## config.mk

```make
export PLATFORM = sky130hd
export DESIGN_NAME = lpsc_lane
export DESIGN_NICKNAME = d
export VERILOG_FILES = /design/src/rtl/lpsc_pkg.sv /design/src/rtl/lpsc_lane.sv
export SDC_FILE = /design/constraint.sdc
export NUM_CORES = 1
export LEC_CHECK = 0
export ABC_CLOCK_PERIOD_IN_PS = 7800
export BUFFER_PORTS_ARGS = -buffer_cell sky130_fd_sc_hd__buf_4
export CAP_MARGIN = 10
export CELL_PAD_IN_SITES_DETAIL_PLACEMENT = 1
export CELL_PAD_IN_SITES_GLOBAL_PLACEMENT = 2
export CORE_MARGIN = 2
export CORE_UTILIZATION = 40
export CTS_CLUSTER_DIAMETER = 30
export DETAILED_ROUTE_END_ITERATION = 6
export PLACE_DENSITY_LB_ADDON = 0.2
export SLEW_MARGIN = 20
export SYNTH_ARGS = -nofsm -noshare
export SYNTH_HDL_FRONTEND = slang
export SYNTH_SLANG_ARGS = --single-unit
```

## constraint.sdc

```tcl
create_clock -name aclk -period 7.8 [get_ports aclk]
set_input_delay 1.56 -clock aclk [delete_from_list [all_inputs] [get_ports aclk]]
set_output_delay 1.56 -clock aclk [all_outputs]
set_load 0.03 [all_outputs]
```

## src/rtl/lpsc_pkg.sv

```systemverilog
// Shared widths, register codes, interface types and weight table for the steering controller.
package lpsc_pkg;

    localparam int RDG_W     = 10;
    localparam int WGT_W     = 17;
    localparam int PROD_W    = RDG_W + WGT_W + 1;
    localparam int WSUM_W    = PROD_W + 1;
    localparam int MAG_W     = WSUM_W - 1;
    localparam int TOT_W     = 14;
    localparam int Q_W       = 17;
    localparam int POS_W     = 17;
    localparam int ERR_W     = POS_W + 1;
    localparam int KP_W      = 16;
    localparam int MPROD_W   = KP_W + 1 + ERR_W;
    localparam int FRAC_W    = 12;
    localparam int CORR_W    = MPROD_W - FRAC_W;
    localparam int SUM_W     = CORR_W + 1;
    localparam int BASE_W    = 8;
    localparam int DRV_W     = 8;

    localparam int ARRAY_INPUTS = 8;
    localparam int LANE_COUNT   = ARRAY_INPUTS + 2;
    localparam int SIDE_R       = ARRAY_INPUTS;
    localparam int SIDE_L       = ARRAY_INPUTS + 1;

    localparam int LANE_STG  = 1;
    localparam int MERGE_STG = 4;
    localparam int DIV_STG   = Q_W + 1;
    localparam int CTRL_STG  = 4;
    localparam int PIPE_STG  = LANE_STG + MERGE_STG + DIV_STG + CTRL_STG;

    localparam int ADDR_W    = 5;
    localparam int DATA_W    = 32;
    localparam int REG_IDX_W = ADDR_W - 2;

    localparam logic [REG_IDX_W-1:0] REG_KP_GAIN        = 3'd0;
    localparam logic [REG_IDX_W-1:0] REG_INCLINE_OFFSET = 3'd1;
    localparam logic [REG_IDX_W-1:0] REG_RIGHT_BASE     = 3'd2;
    localparam logic [REG_IDX_W-1:0] REG_LEFT_BASE      = 3'd3;
    localparam logic [REG_IDX_W-1:0] REG_RIGHT_WEIGHT   = 3'd4;
    localparam logic [REG_IDX_W-1:0] REG_LEFT_WEIGHT    = 3'd5;

    localparam logic [KP_W-1:0]          RST_KP_GAIN        = 16'd246;
    localparam logic signed [WGT_W-1:0]  RST_INCLINE_OFFSET = '0;
    localparam logic [BASE_W-1:0]        RST_RIGHT_BASE     = 8'd120;
    localparam logic [BASE_W-1:0]        RST_LEFT_BASE      = 8'd120;
    localparam logic signed [WGT_W-1:0]  RST_RIGHT_WEIGHT   = -17'sd8000;
    localparam logic signed [WGT_W-1:0]  RST_LEFT_WEIGHT    = 17'sd8000;

    typedef struct packed {
        logic signed [WSUM_W-1:0] wsum;
        logic [TOT_W-1:0]         total;
    } merge_res_t;

    typedef struct packed {
        logic [Q_W-1:0] q;
        logic           neg;
        logic           zero;
    } div_res_t;

    typedef struct packed {
        logic [KP_W-1:0]          kp_gain;
        logic signed [WGT_W-1:0]  incline_offset;
        logic [BASE_W-1:0]        right_base;
        logic [BASE_W-1:0]        left_base;
    } ctrl_cfg_t;

    typedef struct packed {
        logic [DRV_W-1:0]         right_drive;
        logic [DRV_W-1:0]         left_drive;
        logic signed [POS_W-1:0]  line_pos;
        logic                     no_line;
    } result_t;

    // Array sensor i sits at (i - 3.5) * 1000
    function automatic logic signed [WGT_W-1:0] array_weight(input int idx);
        return WGT_W'(idx * 1000 - 3500);
    endfunction

endpackage

```

## src/rtl/lpsc_lane.sv

```systemverilog
// One centroid lane: reading times weight, registered with the reading itself.
module lpsc_lane (
    input  logic                               aclk,
    input  logic                               en,
    input  logic [lpsc_pkg::RDG_W-1:0]         rdg,
    input  logic signed [lpsc_pkg::WGT_W-1:0]  weight,
    output logic signed [lpsc_pkg::PROD_W-1:0] prod,
    output logic [lpsc_pkg::RDG_W-1:0]         rdg_out
);
    import lpsc_pkg::*;

    logic signed [PROD_W-1:0] prod_reg;
    logic signed [PROD_W-1:0] prod_next;
    logic [RDG_W-1:0]         rdg_reg;

    always_comb begin
        prod_next = $signed({1'b0, rdg}) * weight;
    end

    always_ff @(posedge aclk) begin
        if (en) begin
            prod_reg <= prod_next;
            rdg_reg  <= rdg;
        end
    end

    assign prod    = prod_reg;
    assign rdg_out = rdg_reg;

endmodule

```

## Word-level counts from Yosys, hierarchy flattened

Cells that the tools add are included.

- Register bits: 38
- Output and inout port bits: 38

- $mul: 1

Operators with widths:

| kind | number |
|---|---|
| 11-bit by 17-bit multiplier with 28-bit output | 1 |

## Depth between registers and ports, before layout

Gate-level depths: netlist of run 1.

- Depth after elaboration: 1
- Mapped depth: 22
- Mapped depth without buffers: 20

## Worst setup path before layout of run 1

No wires, ideal clock.

- Path kind: input to register
- Start point: in rdg[3] (netlist bit)
- End point: reg prod_reg[27] (netlist: prod[27]), data pin
- Arrival time: 6.348 ns
- Required time: 7.541 ns
- Slack: 1.193 ns
- Stages on the path: 19
- Path buffers: 2
- Cell sequence: clkbuf_1 > clkbuf_1 > nand2_1 > fa_1 > fa_1 > fa_1 > inv_1 > fa_1 > inv_1 > fa_1 > inv_1 > ha_1 > o21a_1 > nor2_1 > or4b_4 > a311oi_2 > nor4_1 > o21bai_1 > xnor2_1

- Longest elaborated chain between the ends: 1

RTL lines:

| element | RTL line | source |
|---|---|---|
| start: declaration | lpsc_lane.sv:5 | `input logic [lpsc_pkg::RDG_W-1:0] rdg,` |
| 11-bit by 17-bit multiplier with 28-bit output | lpsc_lane.sv:17 | `prod_next = $signed({1'b0, rdg}) * weight;` |
| named net prod_next[27] | lpsc_lane.sv:13 | `logic signed [PROD_W-1:0] prod_next;` |
| end signal: assignment | lpsc_lane.sv:22 | `prod_reg <= prod_next;` |
| end: declaration | lpsc_lane.sv:12 | `logic signed [PROD_W-1:0] prod_reg;` |

The timed path passes the listed nets, and every way through them passes these cells.
A chain may end at the register's enable or synchronous reset.

## Worst setup path in the final report of run 1

- Start point: in rdg[5] (netlist bit)
- End point: reg prod_reg[26] (netlist: prod[26]), data pin

Same word-level chain as after synthesis.

==> results.tsv, run 1 <==
stage	metric	value	unit
timing	finalCriticalPeriod	6.49	ns
route	drt_iter0_markers	150	
cts	cts_resized	0	
layout	final_cell_area	8360	µm²
global_route	grt_use_total	0.206	
route	wl_per_cell	17.5	µm
layout	finalNetCount	1067	
global_route	grt_pass1_wl	31400	µm
cts	clockRootBuffer	clkbuf_16	
placement	hpwl	15300	µm
floorplanning	start_util	0.404	
cts	cts_num_sinks	38	
logic_synthesis	synth_seq_cells	38	
floorplanning	coreArea	18600	µm²
critical_path	cp.arrival	6.53	ns
timing	worstMarginPinSlew	0.540	ns
layout	largest_reg_flops	28	
timing	setup_slack	1.31	ns
critical_path	path_max_fanout	18	
floorplanning	rows	50	
power_and_ir_drop	p_total	0.00366	W
global_route	grt_max_degree	39	
cts	hold_buffers	0	
logic_synthesis	syn_nets	1023	
global_route	antenna_found_initial	0	
min_path	hold_class	in -> reg	
logic_synthesis	syn_area_per_cell	9.66	µm²
logic_synthesis	synth_cell_type_count	39	
route	antenna_left	0	
logic_synthesis	synth_edf_count	38	
flow_run	drv_cap	0	
layout	layout-drive-gt1-share	0.101	
min_path	hold_path_startpoint	rdg[0]	
timing	fin_crit_sh	0.832	
floorplanning	dieArea	19900	µm²
route	first_pass_iters	4	
placement	placed_cell_area	8190	µm²
placement	port_buffers	66	
global_route	grt_pass1_vias	6197	
cts	numCtsBuffers	5	
global_route	gr-total-overflow	0	
placement	gp_congestion	0.801	
floorplanning	dieWidth	141	µm
cts	post_cts_buffers	0	
power_and_ir_drop	power_density	438	nW/µm²
power_and_ir_drop	ir_worst_vdd	0.270	mV
outcome	status	finished, final reports clean	
critical_path	crit_start	rdg[5]	
floorplanning	io_pins	67	
logic_synthesis	syn-instance-count	778	
timing	slew_headroom	0.640	
timing	finalSetupViolCount	0	
layout	num_antenna_cells	0	
critical_path	worstSetupPathType	in -> reg	
critical_path	worstSetupEndpointType	flip-flop	
placement	post-place-ws	0.988	ns
logic_synthesis	yosys_warnings	0	
logic_synthesis	ys.flop_type	edfxtp_1	
cts	clk_pin_slew	0.06	ns
route	avgViaCountPerCell	4.94	
floorplanning	die_h	141	µm
logic_synthesis	seq_area_frac_synth	0.152	
cts	cts_tree	built	
critical_path	worst_ep_required_time	7.84	ns
logic_synthesis	syn_area	7510	µm²
power_and_ir_drop	p_leak	4.19	nW
timing	fmax	154	MHz
min_path	holdPathStages	1	
timing	rsz0062_at_grt	no	
logic_synthesis	async_reset_ff_frac	0	
timing	slew_viol_final	0	
route	num_vias	5223	
layout	area_growth	11.3	%
route	drc	0	
route	wl	18500	µm
cts	h-tree-depth	2	
cts	cts_buffer_depth	2	
timing	hold_violations	0	
timing	fin_tns_setup	0	ns
layout	utilization	0.450	
critical_path	cp-start-kind	input port	
## area by class of cell
class	count	area (µm²)
clock buffers	5	125
inverters	202	758
multi-input cells	509	5500
well taps	234	293
fillers	2120	10200
clock inverters	3	45.0
repair buffers	66	495
flip-flops and latches	38	1140
## cells by family after synthesis
logic type / share of synthesized area
muxes: 0.00133
buffers and inverters: 0.116
adders and majority gates: 0.512
DFF: 0.152
xor gates and xnor gates: 0.0326
and+or+nand+nor: 0.142
AOI/OAI and AO/OA: 0.0441
## through the flow
| step | hold WS (ns) | cells |
|---|---|---|
| after floorplan | 1.66 | 778 |
| final | 1.63 | 1057 |
| after detailed placement | 1.93 | 1049 |
| after global placement | 1.93 | 1049 |
| after global routing | 1.63 | 1057 |
| after CTS | 1.61 | 1057 |
## cell usage after synthesis, types with 2 or more instances
master | count | area [µm²]
o41ai_1 | 2 | 17.5
xnor2_1 | 24 | 210
nand2_1 | 101 | 379
fa_1 | 153 | 3060
o21bai_1 | 4 | 30.0
a21o_1 | 6 | 45.0
xor2_1 | 4 | 35.0
and2_1 | 77 | 482
ha_1 | 63 | 788
a21oi_1 | 19 | 95.1
clkbuf_1 | 28 | 105
inv_1 | 202 | 758
or2_2 | 2 | 12.5
nor4_1 | 2 | 12.5
o21ai_0 | 8 | 40.0
nor3_1 | 5 | 25.0
o21a_1 | 4 | 30.0
nand3_1 | 6 | 30.0
nor2_1 | 11 | 41.3
edfxtp_1 | 38 | 1140
## critical path, cell delays in order
cell and delay [ns]:
buf_4 0.23, nand2_1 0.13, fa_1 0.54, inv_1 0.05
fa_1 0.57, fa_1 0.43, fa_1 0.55, inv_1 0.07
fa_1 0.49, inv_1 0.04, ha_1 0.35, a21oi_1 0.23
o21ai_0 0.12, a21oi_1 0.17, o21ai_0 0.09, a21oi_1 0.27
a21oi_1 0.18, o41ai_1 0.33, xnor2_1 0.11
## placed cells by master, fill, tap and decap left out, types with 2 or more instances in the layout
| cell | n |
|---|---|
| o41ai_1 | 2 |
| buf_4 | 66 |
| nand2_1 | 101 |
| edfxtp_1 | 38 |
| nor2_1 | 11 |
| o21bai_1 | 4 |
| inv_1 | 202 |
| o21a_1 | 4 |
| nor3_1 | 5 |
| and2_1 | 77 |
| clkinvlp_4 | 2 |
| nand3_1 | 6 |
| xnor2_1 | 24 |
| a21oi_1 | 19 |
| a21o_1 | 6 |
| fa_1 | 153 |
| o21ai_0 | 8 |
| nor4_1 | 2 |
| xor2_1 | 4 |
| or2_2 | 2 |
| ha_1 | 63 |
| clkbuf_16 | 5 |
## power by group
part | switching (W) | internal, W | leakage, nW
clock | 0.0000953 | 0.000151 | 0.0760
combinational | 0.00168 | 0.00126 | 3.74
sequential | 0.0000191 | 0.000453 | 0.372
## final timing paths
check,end,slack [ns]
worst max-delay path,prod[26]$_DFFE_PP_,1.31
worst min-delay path,rdg_out[0]$_DFFE_PP_,1.63
## per-layer routing
| metal | vias to the layer above | part of all wire | global-route usage |
|---|---|---|---|
| met2 | 69 | 0.58 | 0.417 |
| li1 | 2387 | - | - |
| met3 | 19 | 0.022 | 0.0180 |
| met4 | 0 | 0.021 | 0.0542 |
| met1 | 2748 | 0.38 | 0.227 |
| met5 | - | 0 | 0 |
Power figures use the tool's default switching activity.
==> run 2: changes to the inputs <==
Settings changed: ABC_CLOCK_PERIOD_IN_PS 7800 to 5600, CORE_UTILIZATION 40 to 36.
Clock period 7.8 ns to 5.6 ns, I/O delays scaled along.
==> results.tsv, run 2 (synthesis results as in run 1) <==
stage	metric	value	unit	change
outcome	status	finished, violations left		
outcome	failed_checks	negative setup slack		
route	num_vias	5723		+9.6%
floorplanning	dieArea	22000	µm²	+11%
global_route	grt_use_total	0.196		-0.00982
critical_path	cp-start-kind	input port		
power_and_ir_drop	comb_power_share	0.858		+0.054
timing	finalSetupViolCount	1		+1
floorplanning	die_h	148	µm	+5.3%
critical_path	cp.arrival	5.72	ns	-0.81 ns
cts	numCtsBuffers	5		unchanged
layout	mostFrequentLayoutCell	inv_1		
timing	setup_slack	-0.0554	ns	-1.37 ns
floorplanning	start_util	0.369		-0.0354
power_and_ir_drop	ir_worst_vdd	0.594	mV	+120%
layout	finalNonFillerCells	1205		+14%
layout	final_cell_mix	inv_1, buf_4, fa_1		
power_and_ir_drop	netSwitchingFraction	0.457		-0.0349
placement	place_inst	1189		+13%
layout	num_antenna_cells	0		unchanged
layout	finalNetCount	1179		+10%
power_and_ir_drop	p_leak	4.81	nW	+15%
power_and_ir_drop	p_int	0.00370	W	+99%
timing	worstMarginPinSlew	0.571	ns	+0.0312 ns
placement	placed_cell_area	9200	µm²	+12%
global_route	grt_max_degree	39		unchanged
power_and_ir_drop	power_density	700	nW/µm²	+60%
timing	slew_headroom	0.619		-0.0208
critical_path	path_max_fanout	4		-14
cts	cts_tree	built		
timing	rsz0062_at_grt	yes		
cts	h-tree-depth	2		unchanged
route	wl_per_cell	16.7	µm	-4.8%
layout	largest_reg_flops	28		unchanged
floorplanning	rows	52		+4.0%
cts	clk_pin_slew	0.07	ns	about the same
global_route	antenna_found_initial	0		unchanged
route	avgViaCountPerCell	4.75		-3.9%
timing	whs	1.05	ns	-0.573 ns
floorplanning	dieWidth	148	µm	+5.3%
power_and_ir_drop	p_seq_frac	0.097		-0.032
global_route	grt_pass1_vias	6908		+11%
placement	hpwl	16700	µm	+9.6%
cts	cts_num_sinks	38		unchanged
timing	slew_viol_final	0		unchanged
cts	hold_buffers	0		unchanged
placement	port_buffers	66		unchanged
route	wl	20100	µm	+8.5%
layout	layout-drive-gt1-share	0.281		+0.180
floorplanning	io_pins	67		unchanged
route	antenna_left	0		unchanged
placement	gp_congestion	0.805		+0.57%
timing	fin_crit_sh	1.01		
power_and_ir_drop	switching_power	0.00311	W	+73%
min_path	hold_class	in -> reg		
global_route	gr-total-overflow	0		unchanged
layout	n_fill_cell	2311		+9.0%
layout	final_cell_area	9730	µm²	+16%
critical_path	worstSetupEndpointType	flip-flop		
timing	hold_violations	0		unchanged
layout	area_growth	29.4	%	
timing	finalCriticalPeriod	5.66	ns	
route	first_pass_iters	4		unchanged
critical_path	worst_ep_required_time	5.66	ns	-2.18 ns
route	drt_iter0_markers	172		+15%
cts	cts_buffer_depth	2		unchanged
flow_run	drv_cap	0		unchanged
placement	post-place-ws	-0.527	ns	-1.51 ns
cts	clockRootBuffer	clkbuf_16		
global_route	grt_pass1_wl	33300	µm	+6.1%
layout	utilization	0.478		+0.0277
critical_path	worstSetupPathType	in -> reg		
power_and_ir_drop	power.share.clock	0.045		-0.022
floorplanning	coreArea	20400	µm²	+9.6%
route	drc	0		unchanged
timing	fmax	177	MHz	
run 2: cell types whose count changed in the layout (fill, tap and decap cells not counted), sizes merged:
cell | previous run | this run
clkinvlp | 2 | 1
buf | 66 | 178
clkinv | 0 | 2
bufinv | 1 | 0
run 2: worst paths after layout:
check             startpoint                   end  slack [ns]  depth (start not counted)
setup / recovery   weight[4]    prod[27]$_DFFE_PP_       -0.06                         19
hold / removal        rdg[8]  rdg_out[8]$_DFFE_PP_        1.05                          1
run 2: area by class of cell:
cell class / instances / area [µm²] / area share
inverter: 202 / 758 / 0.0780
clock buffer: 5 / 125 / 0.0129
clock inverter: 3 / 21.3 / 0.00219
timing repair buffer: 178 / 1440 / 0.148
tap: 270 / 338 / 0.0347
sequential: 38 / 1140 / 0.117
multi-input combinational: 509 / 5900 / 0.607
run 2: metal layers:
metal  vias up  track usage  part of all wire
met1      3005        0.200              0.36
li1       2611            -                 -
met3        24       0.0242             0.026
met5         -            0                 0
met4         0       0.0510             0.020
met2        83        0.412              0.60
run 2: power groups by stage:
stage	clock (W)	sequential, W	combinational, W
floorplan	0	0.000874	0.00333
global placement	0	0.000669	0.00530
detailed placement	0	0.000669	0.00544
CTS	0.000318	0.000665	0.00564
global route	0.000325	0.000675	0.00653
finish	0.000303	0.000663	0.00584
run 2: per-stage QoR:
| stage | TNS (ns) | total power, W |
|---|---|---|
| finish | -0.0554 | 0.00681 |
| floorplan | -0.249 | 0.00420 |
| CTS | -0.120 | 0.00662 |
| global route | -0.683 | 0.00753 |
| detailed placement | -5.27 | 0.00611 |
| global placement | -4.35 | 0.00597 |
run 2: critical path: stages:
cell and delay (ns):
buf_4 0.11, buf_4 0.11, nand2_1 0.07, fa_1 0.53, fa_2 0.34, inv_1 0.07, fa_1 0.43, fa_1 0.56
inv_1 0.05, fa_1 0.49, inv_1 0.08, ha_4 0.29, o2111a_2 0.24, nor3_4 0.07, or4b_4 0.53, a311oi_4 0.29
nor4_2 0.07, o21bai_1 0.18, xnor2_1 0.08
run 2: timing repair:
item,4_1_cts,5_1_grt
pin swaps,14,44
buffers inserted,0,8
endpoints found under the setup margin,8,10
hold endpoints to repair,0,0
gates resized for setup,28,50
==> run 3: changes to the inputs <==
--- a/config.mk
+++ b/config.mk
@@ -11,9 +11,9 @@
 export CELL_PAD_IN_SITES_DETAIL_PLACEMENT = 1
 export CELL_PAD_IN_SITES_GLOBAL_PLACEMENT = 2
-export CORE_MARGIN = 2
+export CORE_MARGIN = 8
 export CORE_UTILIZATION = 36
 export CTS_CLUSTER_DIAMETER = 30
 export DETAILED_ROUTE_END_ITERATION = 6
-export PLACE_DENSITY_LB_ADDON = 0.2
+export PLACE_DENSITY = 0.75
 export SLEW_MARGIN = 20
 export SYNTH_ARGS = -nofsm -noshare
==> constraint.sdc (replaced) <==
create_clock -name aclk -period 5.6 [get_ports aclk]
set_input_delay 1.12 -clock aclk [delete_from_list [all_inputs] [get_ports aclk]]
set_output_delay 1.12 -clock aclk [all_outputs]
set_load 0.02 [all_outputs]
==> results.tsv, run 3 (synthesis results as in run 1) <==
stage	metric	value	unit	change
placement	port_buffers	66		unchanged
power_and_ir_drop	switching_power	0.00303	W	-2.6%
layout	finalNetCount	1184		+0.42%
power_and_ir_drop	p_int	0.00379	W	+2.4%
power_and_ir_drop	power_density	692	nW/µm²	-1.2%
timing	finalSetupViolCount	1		unchanged
global_route	grt_pass1_vias	7005		+1.4%
layout	final_cell_mix	inv_1, buf_4, fa_1		
floorplanning	die_h	160	µm	+8.1%
route	drc	0		unchanged
power_and_ir_drop	comb_power_share	0.862		+0.004
timing	setup_slack	-0.0853	ns	-0.0298 ns
global_route	grt_use_total	0.164		-0.0323
placement	hpwl	16800	µm	+0.60%
layout	utilization	0.475		-0.00292
route	first_pass_iters	4		unchanged
critical_path	crit_top_cell	fa_1		
layout	final_cell_area	9850	µm²	+1.3%
timing	slew_headroom	0.653		+0.0341
critical_path	crit_cells	19		unchanged
global_route	gr-total-overflow	0		unchanged
cts	cts_num_sinks	38		unchanged
placement	placed_cell_area	9240	µm²	+0.39%
power_and_ir_drop	p_seq_frac	0.097		about the same
timing	worstMarginPinSlew	0.520	ns	-0.0511 ns
floorplanning	coreArea	20800	µm²	+1.9%
route	drt_iter0_markers	130		-24%
route	wl	19600	µm	-2.7%
power_and_ir_drop	p_leak	4.83	nW	+0.35%
flow_run	drv_cap	0		unchanged
floorplanning	dieArea	25800	µm²	+17%
critical_path	cp-start-kind	input port		
floorplanning	dieWidth	160	µm	+8.1%
cts	clockRootBuffer	clkbuf_16		
critical_path	cp.arrival	5.72	ns	about the same
route	avgViaCountPerCell	4.64		-2.2%
route	antenna_left	0		unchanged
placement	gp_congestion	0.833		+3.4%
floorplanning	start_util	0.362		-0.00696
critical_path	worstSetupPathType	in -> reg		
timing	fin_tns_setup	-0.0853	ns	-0.0298 ns
floorplanning	rows	53		+1.9%
critical_path	path_cells	buf_16, buf_4, buf_4, and2_1, fa_1, ha_2, fa_1, inv_2, fa_2, inv_1, fa_1, ha_4, o2111a_2, nor3_4, or4b_4, a311oi_4, nor4_2, o21bai_1, xnor2_1		
route	num_vias	5639		-1.5%
power_and_ir_drop	ir_worst_vdd	0.505	mV	-15%
floorplanning	io_pins	67		unchanged
cts	h-tree-depth	2		unchanged
critical_path	worstSetupEndpointType	flip-flop		
min_path	hold_class	in -> reg		
power_and_ir_drop	netSwitchingFraction	0.444		-0.0124
timing	fmax	176	MHz	-0.52%
cts	cts_tree	built		
critical_path	crit_family	adder cells		
layout	area_growth	31.1	%	
timing	rsz0062_at_grt	yes		
timing	fin_crit_sh	1.02		+0.00533
critical_path	worst_ep_required_time	5.64	ns	-0.02 ns
critical_path	path_max_fanout	15		+11
critical_path	cp-endpoint	prod[27]$_DFFE_PP_		
global_route	grt_max_degree	39		unchanged
critical_path	slowest_delay	0.56	ns	about the same
critical_path	critPathBufInv	5		unchanged
timing	slew_viol_final	0		unchanged
outcome	status	finished, violations left		
global_route	grt_pass1_wl	33800	µm	+1.5%
power_and_ir_drop	power.share.clock	0.040		-0.005
layout	largest_reg_flops	28		unchanged
outcome	failed_checks	negative setup slack		
min_path	hold_path_startpoint	rdg[7]		
critical_path	crit_start	rdg[3]		
critical_path	cpMaxStageDelayCell	or4b_4		
route	wl_per_cell	16.1	µm	-3.4%
layout	mostFrequentLayoutCell	inv_1		
cts	numCtsBuffers	5		unchanged
cts	cts_buffer_depth	2		unchanged
timing	hold_violations	0		unchanged
timing	finalCriticalPeriod	5.69	ns	+0.0298 ns
layout	layout-drive-gt1-share	0.295		+0.0137
layout	num_antenna_cells	0		unchanged
global_route	antenna_found_initial	0		unchanged
cts	clk_pin_slew	0.06	ns	about the same
run 3: final cells by class:
class | instances | area (µm²)
clock buffers | 5 | 125
flip-flops and latches | 38 | 1140
multi-input cells | 509 | 5960
repair buffers | 183 | 1520
inverters | 202 | 758
fillers | 2321 | 10900
clock inverters | 2 | 10.0
well taps | 275 | 344
run 3: through the flow:
| stage | instances | total power, W | setup WS (ns) | hold slack [ns] |
|---|---|---|---|---|
| after detailed placement | 1198 | 0.00603 | -0.515 | 1.45 |
| after global routing | 1214 | 0.00756 | -0.235 | 1.08 |
| final | 1214 | 0.00682 | -0.0853 | 1.08 |
| after floorplan | 778 | 0.00413 | -0.121 | 1.22 |
| after CTS | 1208 | 0.00652 | -0.0727 | 1.06 |
| after global placement | 1198 | 0.00587 | -0.438 | 1.43 |
run 3: worst min-delay path by stage:
| stage | endpoint | cells past startpoint |
|---|---|---|
| 3_5_place_dp | rdg_out[7]$_DFFE_PP_ | 1 |
| 5_1_grt | rdg_out[2]$_DFFE_PP_ | 1 |
| 2_1_floorplan | rdg_out[0]$_DFFE_PP_ | 0 |
| 3_3_place_gp | rdg_out[7]$_DFFE_PP_ | 1 |
| 6_report | rdg_out[7]$_DFFE_PP_ | 1 |
| 4_1_cts | rdg_out[2]$_DFFE_PP_ | 1 |
run 3: layer usage:
metal	global-route usage	up-vias	part of all wire
met5	0	-	0
met4	0.0489	0	0.022
met3	0.0238	27	0.026
met2	0.337	75	0.60
met1	0.163	2914	0.35
li1	-	2623	-
run 3: what timing repair did:
action,in CTS,in global routing
gates resized for setup,45,55
setup buffers,3,6
setup endpoints to repair,10,12
pin swaps,26,21
hold buffers,0,0
run 3: power by group through the flow:
stage | Combinational, W | Clock (W) | Sequential [W]
6_report | 0.00588 | 0.000275 | 0.000663
5_1_grt | 0.00658 | 0.000296 | 0.000677
4_1_cts | 0.00556 | 0.000288 | 0.000668
3_5_place_dp | 0.00536 | 0 | 0.000673
3_3_place_gp | 0.00520 | 0 | 0.000672
2_1_floorplan | 0.00333 | 0 | 0.000798
