===== config.mk =====
export PLATFORM = sky130hd
export DESIGN_NAME = lpsc_obuf
export DESIGN_NICKNAME = d
export VERILOG_FILES = /design/src/rtl/lpsc_pkg.sv /design/src/rtl/lpsc_obuf.sv
export SDC_FILE = /design/constraint.sdc
export NUM_CORES = 1
export LEC_CHECK = 0
export ABC_AREA = 1
export BUFFER_PORTS_ARGS = -buffer_cell sky130_fd_sc_hd__buf_4
export CAP_MARGIN = 5
export CORE_AREA = 2 2 81 83
export CTS_CLUSTER_DIAMETER = 150
export DETAILED_ROUTE_END_ITERATION = 8
export DIE_AREA = 0 0 83 85
export HOLD_SLACK_MARGIN = 0.05
export PLACE_DENSITY = 0.72
export SKIP_LAST_GASP = 1
export SYNTH_ARGS = -nofsm -noshare
export SYNTH_HDL_FRONTEND = slang
export SYNTH_SLANG_ARGS = --single-unit

===== constraint.sdc =====
create_clock -name aclk -period 2.45 [get_ports aclk]
set_clock_uncertainty 0.15 [all_clocks]
set_input_delay 0.3675 -clock aclk [delete_from_list [all_inputs] [get_ports aclk]]
set_output_delay 0.3675 -clock aclk [all_outputs]
set_load 0.02 [all_outputs]

===== src/rtl/lpsc_pkg.sv =====
// Shared widths, register codes, interface types and weight table for the steering controller.
package lpsc_pkg;

    localparam int RDG_W     = 10;
    localparam int WGT_W     = 17;
    localparam int PROD_W    = RDG_W + WGT_W + 1;
    localparam int WSUM_W    = PROD_W + 1;
    localparam int MAG_W     = WSUM_W - 1;
    localparam int TOT_W     = 14;
    localparam int Q_W       = 17;
    localparam int POS_W     = 17;
    localparam int ERR_W     = POS_W + 1;
    localparam int KP_W      = 16;
    localparam int MPROD_W   = KP_W + 1 + ERR_W;
    localparam int FRAC_W    = 12;
    localparam int CORR_W    = MPROD_W - FRAC_W;
    localparam int SUM_W     = CORR_W + 1;
    localparam int BASE_W    = 8;
    localparam int DRV_W     = 8;

    localparam int ARRAY_INPUTS = 8;
    localparam int LANE_COUNT   = ARRAY_INPUTS + 2;
    localparam int SIDE_R       = ARRAY_INPUTS;
    localparam int SIDE_L       = ARRAY_INPUTS + 1;

    localparam int LANE_STG  = 1;
    localparam int MERGE_STG = 4;
    localparam int DIV_STG   = Q_W + 1;
    localparam int CTRL_STG  = 4;
    localparam int PIPE_STG  = LANE_STG + MERGE_STG + DIV_STG + CTRL_STG;

    localparam int ADDR_W    = 5;
    localparam int DATA_W    = 32;
    localparam int REG_IDX_W = ADDR_W - 2;

    localparam logic [REG_IDX_W-1:0] REG_KP_GAIN        = 3'd0;
    localparam logic [REG_IDX_W-1:0] REG_INCLINE_OFFSET = 3'd1;
    localparam logic [REG_IDX_W-1:0] REG_RIGHT_BASE     = 3'd2;
    localparam logic [REG_IDX_W-1:0] REG_LEFT_BASE      = 3'd3;
    localparam logic [REG_IDX_W-1:0] REG_RIGHT_WEIGHT   = 3'd4;
    localparam logic [REG_IDX_W-1:0] REG_LEFT_WEIGHT    = 3'd5;

    localparam logic [KP_W-1:0]          RST_KP_GAIN        = 16'd246;
    localparam logic signed [WGT_W-1:0]  RST_INCLINE_OFFSET = '0;
    localparam logic [BASE_W-1:0]        RST_RIGHT_BASE     = 8'd120;
    localparam logic [BASE_W-1:0]        RST_LEFT_BASE      = 8'd120;
    localparam logic signed [WGT_W-1:0]  RST_RIGHT_WEIGHT   = -17'sd8000;
    localparam logic signed [WGT_W-1:0]  RST_LEFT_WEIGHT    = 17'sd8000;

    typedef struct packed {
        logic signed [WSUM_W-1:0] wsum;
        logic [TOT_W-1:0]         total;
    } merge_res_t;

    typedef struct packed {
        logic [Q_W-1:0] q;
        logic           neg;
        logic           zero;
    } div_res_t;

    typedef struct packed {
        logic [KP_W-1:0]          kp_gain;
        logic signed [WGT_W-1:0]  incline_offset;
        logic [BASE_W-1:0]        right_base;
        logic [BASE_W-1:0]        left_base;
    } ctrl_cfg_t;

    typedef struct packed {
        logic [DRV_W-1:0]         right_drive;
        logic [DRV_W-1:0]         left_drive;
        logic signed [POS_W-1:0]  line_pos;
        logic                     no_line;
    } result_t;

    // Array sensor i sits at (i - 3.5) * 1000
    function automatic logic signed [WGT_W-1:0] array_weight(input int idx);
        return WGT_W'(idx * 1000 - 3500);
    endfunction

endpackage


===== src/rtl/lpsc_obuf.sv =====
// Two-word output buffer that decouples the pipeline from the result consumer.
module lpsc_obuf (
    input  logic              aclk,
    input  logic              aresetn,
    input  logic              push,
    input  lpsc_pkg::result_t din,
    input  logic              m_ready,
    output logic              m_valid,
    output lpsc_pkg::result_t dout,
    output logic              full
);
    import lpsc_pkg::*;

    result_t     mem_reg [2];
    logic        wptr_reg, wptr_next;
    logic        rptr_reg, rptr_next;
    logic [1:0]  cnt_reg, cnt_next;
    logic        pop;

    always_comb begin
        pop       = (cnt_reg != 2'd0) && m_ready;
        wptr_next = push ? ~wptr_reg : wptr_reg;
        rptr_next = pop ? ~rptr_reg : rptr_reg;
        cnt_next  = cnt_reg + 2'(push) - 2'(pop);
    end

    always_ff @(posedge aclk) begin
        if (!aresetn) begin
            wptr_reg <= 1'b0;
            rptr_reg <= 1'b0;
            cnt_reg  <= 2'd0;
        end else begin
            wptr_reg <= wptr_next;
            rptr_reg <= rptr_next;
            cnt_reg  <= cnt_next;
        end
    end

    always_ff @(posedge aclk) begin
        if (push) begin
            mem_reg[wptr_reg] <= din;
        end
    end

    assign m_valid = (cnt_reg != 2'd0);
    assign dout    = mem_reg[rptr_reg];
    assign full    = (cnt_reg == 2'd2);

endmodule


Word-level counts from Yosys, hierarchy flattened

Memories as Yosys holds them, arrays and structs flattened. A register that Yosys moved wholly into a read port is not among the register bits.
Index checks and enable logic that the tools add are counted.

RAM bits: 68
Register bits after elaboration: 4
Output and inout bits: 36
Memories: 1

Reductions and logical operators: 2
Bitwise logic cells: 2
Multiplexer cells: 4
Add/sub/neg operators: 2
Equality and inequality tests: 1

Memories:

| memory  | words | width | rd ports | clocked after memory_dff | write ports | line            | source |
|---|---|---|---|---|---|---|---|
| mem_reg | 2     | 34    | 1        | 1                        | 1           | lpsc_obuf.sv:14 | `result_t mem_reg [2];` |

Operators with widths:

| cell                                        | number |
|---|---|
| 1-bit 2-to-1 mux                            | 4 |
| 2-bit by 1-bit adder with 2-bit output      | 1 |
| 2-bit equality test (second input constant) | 1 |
| 1-bit NOT                                   | 2 |
| 2-bit nonzero test                          | 1 |
| 2-bit by 1-bit subtractor with 2-bit output | 1 |
| 1-bit logical AND                           | 1 |

Depth between registers and ports, before layout

Gate-level depths: netlist of the first run.

Depth after elaboration: 4
Gate-level depth with buffers: 10
Mapped depth without buffers: 10

Worst setup path before layout of the first run

Ideal clock, no wire load.

Path kind: input-to-reg
Start: input push
End: memory mem_reg[0][0] (netlist bit) (enable)
Path buffers: 0
Arrival: 1.840 ns
Stages on the path: 2
Required time: 1.874 ns
Slack: 0.034 ns
Cells stage by stage: inv_1 nor2_1

Cells in the longest elaborated chain, start to end: 2

RTL lines:

| element                                | line            | source |
|---|---|---|
| start, declared                        | lpsc_obuf.sv:5  | `input logic push,` |
| 1-bit 2-to-1 mux                       | lpsc_obuf.sv:40 | `if (push) begin` |
| 1-bit 2-to-1 mux (implied by the code) | lpsc_obuf.sv:41 | `mem_reg[wptr_reg] <= din;` |
| end, declared                          | lpsc_obuf.sv:14 |  |

Every way passes these cells.

==> results of run 1 <==
==> placed cells by master (no fill, tap or decap), types with 2 or more instances in the layout <==
| master | n |
|---|---|
| sky130_fd_sc_hd__mux2_2 | 4 |
| sky130_fd_sc_hd__inv_1 | 8 |
| sky130_fd_sc_hd__mux2_4 | 30 |
| sky130_fd_sc_hd__nor2_1 | 9 |
| sky130_fd_sc_hd__nand3_1 | 2 |
| sky130_fd_sc_hd__dfxtp_1 | 4 |
| sky130_fd_sc_hd__clkbuf_8 | 9 |
| sky130_fd_sc_hd__nand2_1 | 8 |
| sky130_fd_sc_hd__edfxtp_1 | 68 |
| sky130_fd_sc_hd__ha_1 | 2 |
| sky130_fd_sc_hd__clkinvlp_4 | 2 |
| sky130_fd_sc_hd__buf_4 | 77 |
| sky130_fd_sc_hd__clkinv_1 | 2 |
| sky130_fd_sc_hd__clkinv_2 | 3 |
==> worst paths after layout <==
kind	startpoint	end	slack [ns]	depth (start not counted)
worst max-delay path	flip-flop	dout[33]	0.45	3
worst min-delay path	din[11]	mem_reg[1][11]	0.07	1
worst max register to register	cnt_reg[1]	cnt_reg[1]	0.91	9
worst min register to register	rptr_reg	rptr_reg	0.36	2
==> through the flow <==
step	total power, W	hold WS, ns
floorplan	0.002165	0.3110
global route	0.003313	0.05338
global placement	0.002422	0.3359
CTS	0.003200	0.05341
finish	0.003156	0.07125
detailed placement	0.002439	0.3395
==> routing by layer <==
metal / vias to the layer above / part of all wire [%]
met4: 0 / 2.1
met5: - / 0
met3: 8 / 4.3
li1: 701 / -
met1: 712 / 43
met2: 46 / 50
==> worst max-delay path, cell delays in order, from the launching register on <==
cell and delay [ns]:
sky130_fd_sc_hd__dfxtp_2 0.34, sky130_fd_sc_hd__buf_12 0.25, sky130_fd_sc_hd__mux2_2 0.38, sky130_fd_sc_hd__buf_4 0.16
==> layout make-up <==
| type | instances | area (µm²) |
|---|---|---|
| inverters | 8 | 30.03 |
| clock inverters | 7 | 37.54 |
| repair buffers | 78 | 598.1 |
| fillers | 482 | 2565 |
| flip-flops and latches | 73 | 2143 |
| multi-input cells | 57 | 610.6 |
| well taps | 77 | 96.34 |
| clock buffers | 9 | 123.9 |
==> power breakdown <==
part	leakage [nW]	switching [W]	total, W	internal [W]
clock network	0.0799	0.000403	0.000757	0.000354
logic	0.718	0.000450	0.000908	0.000458
registers	0.680	0.0000325	0.00149	0.00146
total	1.48	0.000886	0.00316	0.00227
==> kinds of logic (layout without fill, tap and decap cells) <==
group | Yosys count | in the layout
DFF | 73 | 73
adders and majority gates | 2 | 2
muxes | 34 | 34
and+or+nand+nor | 20 | 20
AOI/OAI and AO/OA | 1 | 1
buffers and inverters | 12 | 102
==> impl_results.html, run 1 <==
<table>
<tr><th>Metric</th><th>Value</th></tr>
<tr><th colspan="2">Timing</th></tr>
<tr><td>Final hold violation count</td><td>0</td></tr>
<tr><td>Clock period minus worst slack</td><td>1.999 ns</td></tr>
<tr><td>Number of pins exceeding their max-slew limit in the final report</td><td>0</td></tr>
<tr><td>RSZ-0062 raised after global routing</td><td>false</td></tr>
<tr><td>Slew headroom</td><td>82.26%</td></tr>
<tr><td>Sum Neg Setup Slack</td><td>0 ns</td></tr>
<tr><td>Worst setup margin</td><td>0.4507 ns</td></tr>
<tr><td>Fraction of the cycle the final worst path needs</td><td>81.60%</td></tr>
<tr><td>Setup violations, final</td><td>0</td></tr>
<tr><td>Slew at the pin with the worst max-slew slack</td><td>0.2662 ns</td></tr>
<tr><td>Highest achievable clock rate</td><td>500.2 MHz</td></tr>
<tr><th colspan="2">Place</th></tr>
<tr><td>HPWL after detailed placement</td><td>3256 µm</td></tr>
<tr><td>DP Cell Count</td><td>293</td></tr>
<tr><td>DP Worst Slack</td><td>0.7985 ns</td></tr>
<tr><td>Final weighted congestion in routability-driven placement</td><td>0.6585</td></tr>
<tr><td>Count of input and output buffers</td><td>73</td></tr>
<tr><td>Placement-stage cell area</td><td>3478 µm²</td></tr>
<tr><th colspan="2">Clock tree</th></tr>
<tr><td>Number of gates resized after CTS</td><td>0</td></tr>
<tr><td>Root buffer cell</td><td>sky130_fd_sc_hd__clkbuf_8</td></tr>
<tr><td>Post-CTS clock slew at the launch and capture registers of the worst setup and hold paths</td><td>0.07 ns</td></tr>
<tr><td>TritonCTS clock tree</td><td>built</td></tr>
<tr><td>Insertion delay of the later-clocked pin in the worst-skew pair</td><td>0.32 ns</td></tr>
<tr><td>Hold_buf cts</td><td>0</td></tr>
<tr><td>CTS Buf Count</td><td>9</td></tr>
<tr><td>Clock buffer depth</td><td>2</td></tr>
<tr><td>Buffers inserted during post-CTS setup optimization</td><td>0</td></tr>
<tr><td># H-tree levels</td><td>3</td></tr>
<tr><td>Clock net sink count</td><td>73</td></tr>
<tr><th colspan="2">Worst setup path</th></tr>
<tr><td>Critical Path End Type</td><td>output port</td></tr>
<tr><td>Critical path class</td><td>flip-flop to output port</td></tr>
<tr><td>Worst path required time</td><td>1.93 ns</td></tr>
<tr><td>Element type at the critical path start</td><td>flip-flop</td></tr>
<tr><td>Worst-path maximum fanout</td><td>34</td></tr>
<tr><td>Worst Path Arrival</td><td>1.48 ns</td></tr>
<tr><th colspan="2">Hold path</th></tr>
<tr><td>Classification of the worst-slack hold path</td><td>input port to flip-flop</td></tr>
<tr><th colspan="2">Floorplan</th></tr>
<tr><td>Row Count</td><td>29</td></tr>
<tr><td>Die Y</td><td>85 µm</td></tr>
<tr><td>Die boundary width</td><td>83 µm</td></tr>
<tr><td>Die Footprint</td><td>7055 µm²</td></tr>
<tr><td>Number of primary I/O pins</td><td>74</td></tr>
<tr><td>Placeable core area</td><td>6205 µm²</td></tr>
<tr><td>Effective utilization at floorplan</td><td>45.88%</td></tr>
<tr><th colspan="2">Yosys</th></tr>
<tr><td>Number of flops mapped to enable cells by yosys</td><td>68</td></tr>
<tr><td>Area fraction in and, or, nand and nor cells after synthesis</td><td>2.725%</td></tr>
<tr><td>Top cells by count, synth</td><td>sky130_fd_sc_hd__edfxtp_1, sky130_fd_sc_hd__mux2_4, sky130_fd_sc_hd__nor2_1</td></tr>
<tr><td>Dominant synthesized flop cell</td><td>sky130_fd_sc_hd__edfxtp_1</td></tr>
<tr><td>Fraction of synthesized cell area in xor and xnor cells</td><td>0%</td></tr>
<tr><td>Synth Area in Compound Gates</td><td>0.1758%</td></tr>
<tr><td>Synth Net Count</td><td>182</td></tr>
<tr><td>Top post-synthesis cells by area</td><td>sky130_fd_sc_hd__edfxtp_1, sky130_fd_sc_hd__mux2_4, sky130_fd_sc_hd__dfxtp_1</td></tr>
<tr><td>Post-synthesis adder-cell area fraction</td><td>0.8791%</td></tr>
<tr><td>Avg Cell Area, Syn</td><td>20.05 µm²</td></tr>
<tr><td>Cell area after synthesis</td><td>2846 µm²</td></tr>
<tr><td>Number of distinct standard cells referenced by the synthesized netlist</td><td>12</td></tr>
<tr><td>Share of the synthesized area in the top cell type</td><td>71.74%</td></tr>
<tr><td>Sequential area share after synthesis</td><td>75.25%</td></tr>
<tr><td>Most frequently used cell type in the post-synthesis netlist</td><td>sky130_fd_sc_hd__edfxtp_1</td></tr>
<tr><td>Main combinational cell family by area after synthesis</td><td>multiplexers</td></tr>
<tr><td>Cell type with the largest total area after synthesis</td><td>sky130_fd_sc_hd__edfxtp_1</td></tr>
<tr><td>Share of flip-flops with an asynchronous set or reset</td><td>0%</td></tr>
<tr><td>Number of cells produced by synthesis</td><td>142</td></tr>
<tr><td>Share of synthesized area spent on multiplexers</td><td>17.41%</td></tr>
<tr><td>Yosys warning count</td><td>0</td></tr>
<tr><td>Synthesized flop and latch total</td><td>73</td></tr>
<tr><th colspan="2">Layout</th></tr>
<tr><td>Final non-filler cell area</td><td>3640 µm²</td></tr>
<tr><td>Share of layout cells above drive strength 1</td><td>55.17%</td></tr>
<tr><td>Number of inserted diodes</td><td>0</td></tr>
<tr><td>Max reg flops</td><td>68</td></tr>
<tr><td>Util after Layout</td><td>58.66%</td></tr>
<tr><td>Post-route non-filler standard cell count</td><td>309</td></tr>
<tr><td>Area growth from synthesis to layout</td><td>27.87%</td></tr>
<tr><td>Number of nets at the end of the flow</td><td>267</td></tr>
<tr><th colspan="2">Detailed routing</th></tr>
<tr><td>Routed wire per std cell</td><td>15.08 µm</td></tr>
<tr><td>Drt total wl</td><td>4661 µm</td></tr>
<tr><td>Detailed Routing Iterations Pass 1</td><td>3</td></tr>
<tr><td>Post-route ant nets</td><td>0</td></tr>
<tr><td>Vias per Instance</td><td>4.748</td></tr>
<tr><td>DRC marker count from the first detailed-route iteration</td><td>81</td></tr>
<tr><td>Count of vias placed by the detailed router</td><td>1467</td></tr>
<tr><td>Residual DRC count</td><td>0</td></tr>
<tr><th colspan="2">Global routing</th></tr>
<tr><td>Global router's overall resource usage</td><td>13.80%</td></tr>
<tr><td>Maximum number of pins on one net before global-route repair</td><td>35</td></tr>
<tr><td>Antenna violations before repair</td><td>0</td></tr>
<tr><td>First-pass GRT wire length</td><td>7376 µm</td></tr>
<tr><td>Remaining Overflow, GRT</td><td>0</td></tr>
<tr><td>Met3 demand-to-capacity share in global routing</td><td>3.113%</td></tr>
<tr><td>Most heavily used metal layer in global routing</td><td>met2</td></tr>
<tr><td>Met2 layer usage reported by global route</td><td>22.65%</td></tr>
<tr><td>Vias in the first global route</td><td>1517</td></tr>
<tr><td>Met1 routing resource usage after global routing</td><td>16.92%</td></tr>
<tr><th colspan="2">Pwr</th></tr>
<tr><td>Worst IR Drop VDD</td><td>0.5362 mV</td></tr>
<tr><td>Pwr per Cell Area</td><td>867.2 nW/µm²</td></tr>
<tr><td>Cell leakage power</td><td>1.477 nW</td></tr>
<tr><th colspan="2">Run</th></tr>
<tr><td>Maxcap violations</td><td>0</td></tr>
<tr><th colspan="2">Outcome</th></tr>
<tr><td>Run status</td><td>complete, no violations</td></tr>
</table>
Note: power is estimated with default switching activity, not from simulation.
==> inputs of run 2 (changes only) <==
--- a/config.mk
+++ b/config.mk
@@ -8,12 +8,12 @@
 export ABC_AREA = 1
 export BUFFER_PORTS_ARGS = -buffer_cell sky130_fd_sc_hd__buf_4
 export CAP_MARGIN = 5
-export CORE_AREA = 2 2 81 83
+export CORE_AREA = 2 2 77 79
 export CTS_CLUSTER_DIAMETER = 150
 export DETAILED_ROUTE_END_ITERATION = 8
-export DIE_AREA = 0 0 83 85
+export DIE_AREA = 0 0 79 81
 export HOLD_SLACK_MARGIN = 0.05
-export PLACE_DENSITY = 0.72
+export PLACE_DENSITY = 0.76
 export SKIP_LAST_GASP = 1
 export SYNTH_ARGS = -nofsm -noshare
 export SYNTH_HDL_FRONTEND = slang
==> constraint.sdc (replaced) <==
create_clock -name aclk -period 2.1 [get_ports aclk]
set_clock_uncertainty 0.15 [all_clocks]
set_input_delay 0.315 -clock aclk [delete_from_list [all_inputs] [get_ports aclk]]
set_output_delay 0.315 -clock aclk [all_outputs]
set_load 0.02 [all_outputs]
==> run 2 against run 1 <==
- non-clock buffer count grew 34
- highest routed layer unchanged
- design area grew 9.7%
- sequential share of layout area shrank 5.2 points
- wire length grew 3.1%
- count of clock-buffer cells in the layout is the same
- worst setup slack lost 0.30 ns
- first-iteration DRC count shrank 23%
- critical path type unchanged
==> impl_results.html, run 2 (synthesized netlist as in run 1, its figures left out) <==
<table>
<tr><th>Metric</th><th>Value</th></tr>
<tr><th colspan="2">Place</th></tr>
<tr><td>Count of input and output buffers</td><td>73 (unchanged)</td></tr>
<tr><td>Final weighted congestion in routability-driven placement</td><td>0.6924 (was 0.6585)</td></tr>
<tr><td>DP Worst Slack</td><td>0.5066 ns (was 0.7985 ns)</td></tr>
<tr><td>HPWL after detailed placement</td><td>3151 µm (was 3256 µm)</td></tr>
<tr><th colspan="2">Floorplan</th></tr>
<tr><td>Die Footprint</td><td>6399 µm² (was 7055 µm²)</td></tr>
<tr><td>Row Count</td><td>28 (was 29)</td></tr>
<tr><td>Number of primary I/O pins</td><td>74 (unchanged)</td></tr>
<tr><td>Die boundary width</td><td>79 µm (was 83 µm)</td></tr>
<tr><td>Die Y</td><td>81 µm (was 85 µm)</td></tr>
<tr><td>Effective utilization at floorplan</td><td>50.15% (was 45.88%)</td></tr>
<tr><td>Placeable core area</td><td>5675 µm² (was 6205 µm²)</td></tr>
<tr><th colspan="2">Clock tree</th></tr>
<tr><td>Root buffer cell</td><td>sky130_fd_sc_hd__clkbuf_8 (unchanged)</td></tr>
<tr><td>Post-CTS clock slew at the launch and capture registers of the worst setup and hold paths</td><td>0.07 ns (about the same)</td></tr>
<tr><td># H-tree levels</td><td>3 (unchanged)</td></tr>
<tr><td>Clock net sink count</td><td>73 (unchanged)</td></tr>
<tr><td>Buffers inserted during post-CTS setup optimization</td><td>0 (unchanged)</td></tr>
<tr><td>CTS Buf Count</td><td>9 (unchanged)</td></tr>
<tr><td>Clock buffer depth</td><td>2 (unchanged)</td></tr>
<tr><td>TritonCTS clock tree</td><td>built (unchanged)</td></tr>
<tr><td>Insertion delay of the later-clocked pin in the worst-skew pair</td><td>0.33 ns (was 0.32 ns)</td></tr>
<tr><th colspan="2">Worst setup path</th></tr>
<tr><td>Element type at the critical path start</td><td>flip-flop (unchanged)</td></tr>
<tr><td>Cell family contributing the most delay on the critical path</td><td>buffers and inverters (unchanged)</td></tr>
<tr><td>Ordered list of cells on the worst path</td><td>buf_12 -&gt; mux2_2 -&gt; buf_4 (unchanged)</td></tr>
<tr><td>Worst Path Arrival</td><td>1.48 ns (about the same)</td></tr>
<tr><td>Sum of buffers and inverters on the critical path</td><td>2 (unchanged)</td></tr>
<tr><td>Stage delay of the slowest cell on the critical path</td><td>0.38 ns (about the same)</td></tr>
<tr><td>Critical Path End Type</td><td>output port (unchanged)</td></tr>
<tr><td>Highest-delay cell along the critical path</td><td>sky130_fd_sc_hd__mux2_2 (unchanged)</td></tr>
<tr><td>Critical path class</td><td>flip-flop to output port (unchanged)</td></tr>
<tr><td>Worst path required time</td><td>1.63 ns (was 1.93 ns)</td></tr>
<tr><td>Worst-path maximum fanout</td><td>34 (unchanged)</td></tr>
<tr><th colspan="2">Global routing</th></tr>
<tr><td>Global router's overall resource usage</td><td>15.72% (was 13.80%)</td></tr>
<tr><td>Maximum number of pins on one net before global-route repair</td><td>35 (unchanged)</td></tr>
<tr><td>Remaining Overflow, GRT</td><td>0 (unchanged)</td></tr>
<tr><td>Antenna violations before repair</td><td>0 (unchanged)</td></tr>
<tr><td>First-pass GRT wire length</td><td>7265 µm (was 7376 µm)</td></tr>
<tr><td>Vias in the first global route</td><td>1603 (was 1517)</td></tr>
<tr><th colspan="2">Detailed routing</th></tr>
<tr><td>Vias per Instance</td><td>4.630 (was 4.748)</td></tr>
<tr><td>Post-route ant nets</td><td>0 (unchanged)</td></tr>
<tr><td>DRC marker count from the first detailed-route iteration</td><td>62 (was 81)</td></tr>
<tr><td>Drt total wl</td><td>4805 µm (was 4661 µm)</td></tr>
<tr><td>Routed wire per std cell</td><td>14.09 µm (was 15.08 µm)</td></tr>
<tr><td>Detailed Routing Iterations Pass 1</td><td>4 (was 3)</td></tr>
<tr><td>Residual DRC count</td><td>0 (unchanged)</td></tr>
<tr><td>Count of vias placed by the detailed router</td><td>1579 (was 1467)</td></tr>
<tr><th colspan="2">Timing</th></tr>
<tr><td>Highest achievable clock rate</td><td>513.4 MHz</td></tr>
<tr><td>Number of pins exceeding their max-slew limit in the final report</td><td>0 (unchanged)</td></tr>
<tr><td>Clock period minus worst slack</td><td>1.948 ns</td></tr>
<tr><td>Final hold violation count</td><td>0 (unchanged)</td></tr>
<tr><td>Worst setup margin</td><td>0.1521 ns (was 0.4507 ns)</td></tr>
<tr><td>Worst hold slack</td><td>0.1036 ns (was 0.07125 ns)</td></tr>
<tr><td>Slew at the pin with the worst max-slew slack</td><td>0.3408 ns (was 0.2662 ns)</td></tr>
<tr><td>Setup violations, final</td><td>0 (unchanged)</td></tr>
<tr><td>RSZ-0062 raised after global routing</td><td>false (unchanged)</td></tr>
<tr><td>Sum Neg Setup Slack</td><td>0 ns (unchanged)</td></tr>
<tr><td>Fraction of the cycle the final worst path needs</td><td>92.76%</td></tr>
<tr><td>Slew headroom</td><td>77.23% (was 82.26%)</td></tr>
<tr><th colspan="2">Layout</th></tr>
<tr><td>Area growth from synthesis to layout</td><td>40.26% (was 27.87%)</td></tr>
<tr><td>Most used cells in the layout excluding fill and tap cells</td><td>sky130_fd_sc_hd__buf_4, sky130_fd_sc_hd__edfxtp_1, sky130_fd_sc_hd__dlygate4sd3_1, sky130_fd_sc_hd__mux2_4 (was sky130_fd_sc_hd__buf_4, sky130_fd_sc_hd__edfxtp_1, sky130_fd_sc_hd__mux2_4, sky130_fd_sc_hd__nor2_1, sky130_fd_sc_hd__clkbuf_8)</td></tr>
<tr><td>Number of inserted diodes</td><td>0 (unchanged)</td></tr>
<tr><td>Most common library cell in the layout ignoring fill and taps</td><td>sky130_fd_sc_hd__buf_4 (unchanged)</td></tr>
<tr><td>Share of layout cells above drive strength 1</td><td>47.74% (was 55.17%)</td></tr>
<tr><td>Number of nets at the end of the flow</td><td>301 (was 267)</td></tr>
<tr><td>Max reg flops</td><td>68 (unchanged)</td></tr>
<tr><th colspan="2">Outcome</th></tr>
<tr><td>Run status</td><td>complete, no violations (unchanged)</td></tr>
<tr><th colspan="2">Pwr</th></tr>
<tr><td>Worst IR Drop VDD</td><td>0.7161 mV (was 0.5362 mV)</td></tr>
<tr><td>Pwr per Cell Area</td><td>937.2 nW/µm² (was 867.2 nW/µm²)</td></tr>
<tr><td>Cell leakage power</td><td>1.623 nW (was 1.477 nW)</td></tr>
<tr><th colspan="2">Hold path</th></tr>
<tr><td>Classification of the worst-slack hold path</td><td>input port to flip-flop (unchanged)</td></tr>
<tr><th colspan="2">Run</th></tr>
<tr><td>Maxcap violations</td><td>0 (unchanged)</td></tr>
</table>
-- run 2: power by group --
part / total, W / switching (W) / leakage, nW / internal (W)
Combinational: 0.00112 / 0.000537 / 0.863 / 0.000579
Clock: 0.000885 / 0.000472 / 0.0799 / 0.000413
Sequential: 0.00174 / 0.0000398 / 0.680 / 0.00170
Total: 0.00374 / 0.00105 / 1.62 / 0.00269
-- run 2: timing repair --
| item | CTS | global route |
|---|---|---|
| hold endpoints to repair | 69 | 0 |
| hold buffers | 35 | 0 |
| gates resized for setup | 0 | 0 |
-- run 2: path summary, 6_finish.rpt --
path               from    endpoint  slack (ns)  cells past startpoint
min reg2reg    rptr_reg   flip-flop        0.36                      2
max           flip-flop     dout[0]        0.15                      3
max reg2reg  cnt_reg[1]  cnt_reg[1]        0.57                     10
min                push    wptr_reg        0.10                      3
-- run 2: cell type report --
type | count | area (µm²)
clock buffers | 9 | 123.9
clock inverters | 7 | 37.54
fillers | 400 | 1683
inverters | 8 | 30.03
multi-input cells | 57 | 610.6
flip-flops and latches | 73 | 2143
well taps | 75 | 93.84
repair buffers | 112 | 953.4
-- run 2: through the flow --
step	power [W]	instance area (µm²)	instances	util [%]
floorplan	0.002526	2849	142	-
global placement	0.002825	3481	290	61.33
detailed placement	0.002848	3481	290	61.33
CTS	0.003787	3993	341	70.35
global route	0.003910	3993	341	70.35
finish	0.003742	3993	341	70.35
-- run 2: worst register-to-register path, delay by kind of cell (launching register included) --
| family | cells | cell delay (ns) |
|---|---|---|
| adder cells (fa/ha/maj) | 2 | 0.40 |
| AND/OR/NAND/NOR | 6 | 0.44 |
| flip-flops | 1 | 0.36 |
| buffers and inverters | 2 | 0.09 |
-- run 2: layer usage --
metal  vias up  wire (µm)  track usage [%]
met2        49       2515            28.05
li1        765          -                -
met1       751       1914            16.79
met5         -          0                0
met4         0        149            10.52
met3        14        224            3.444
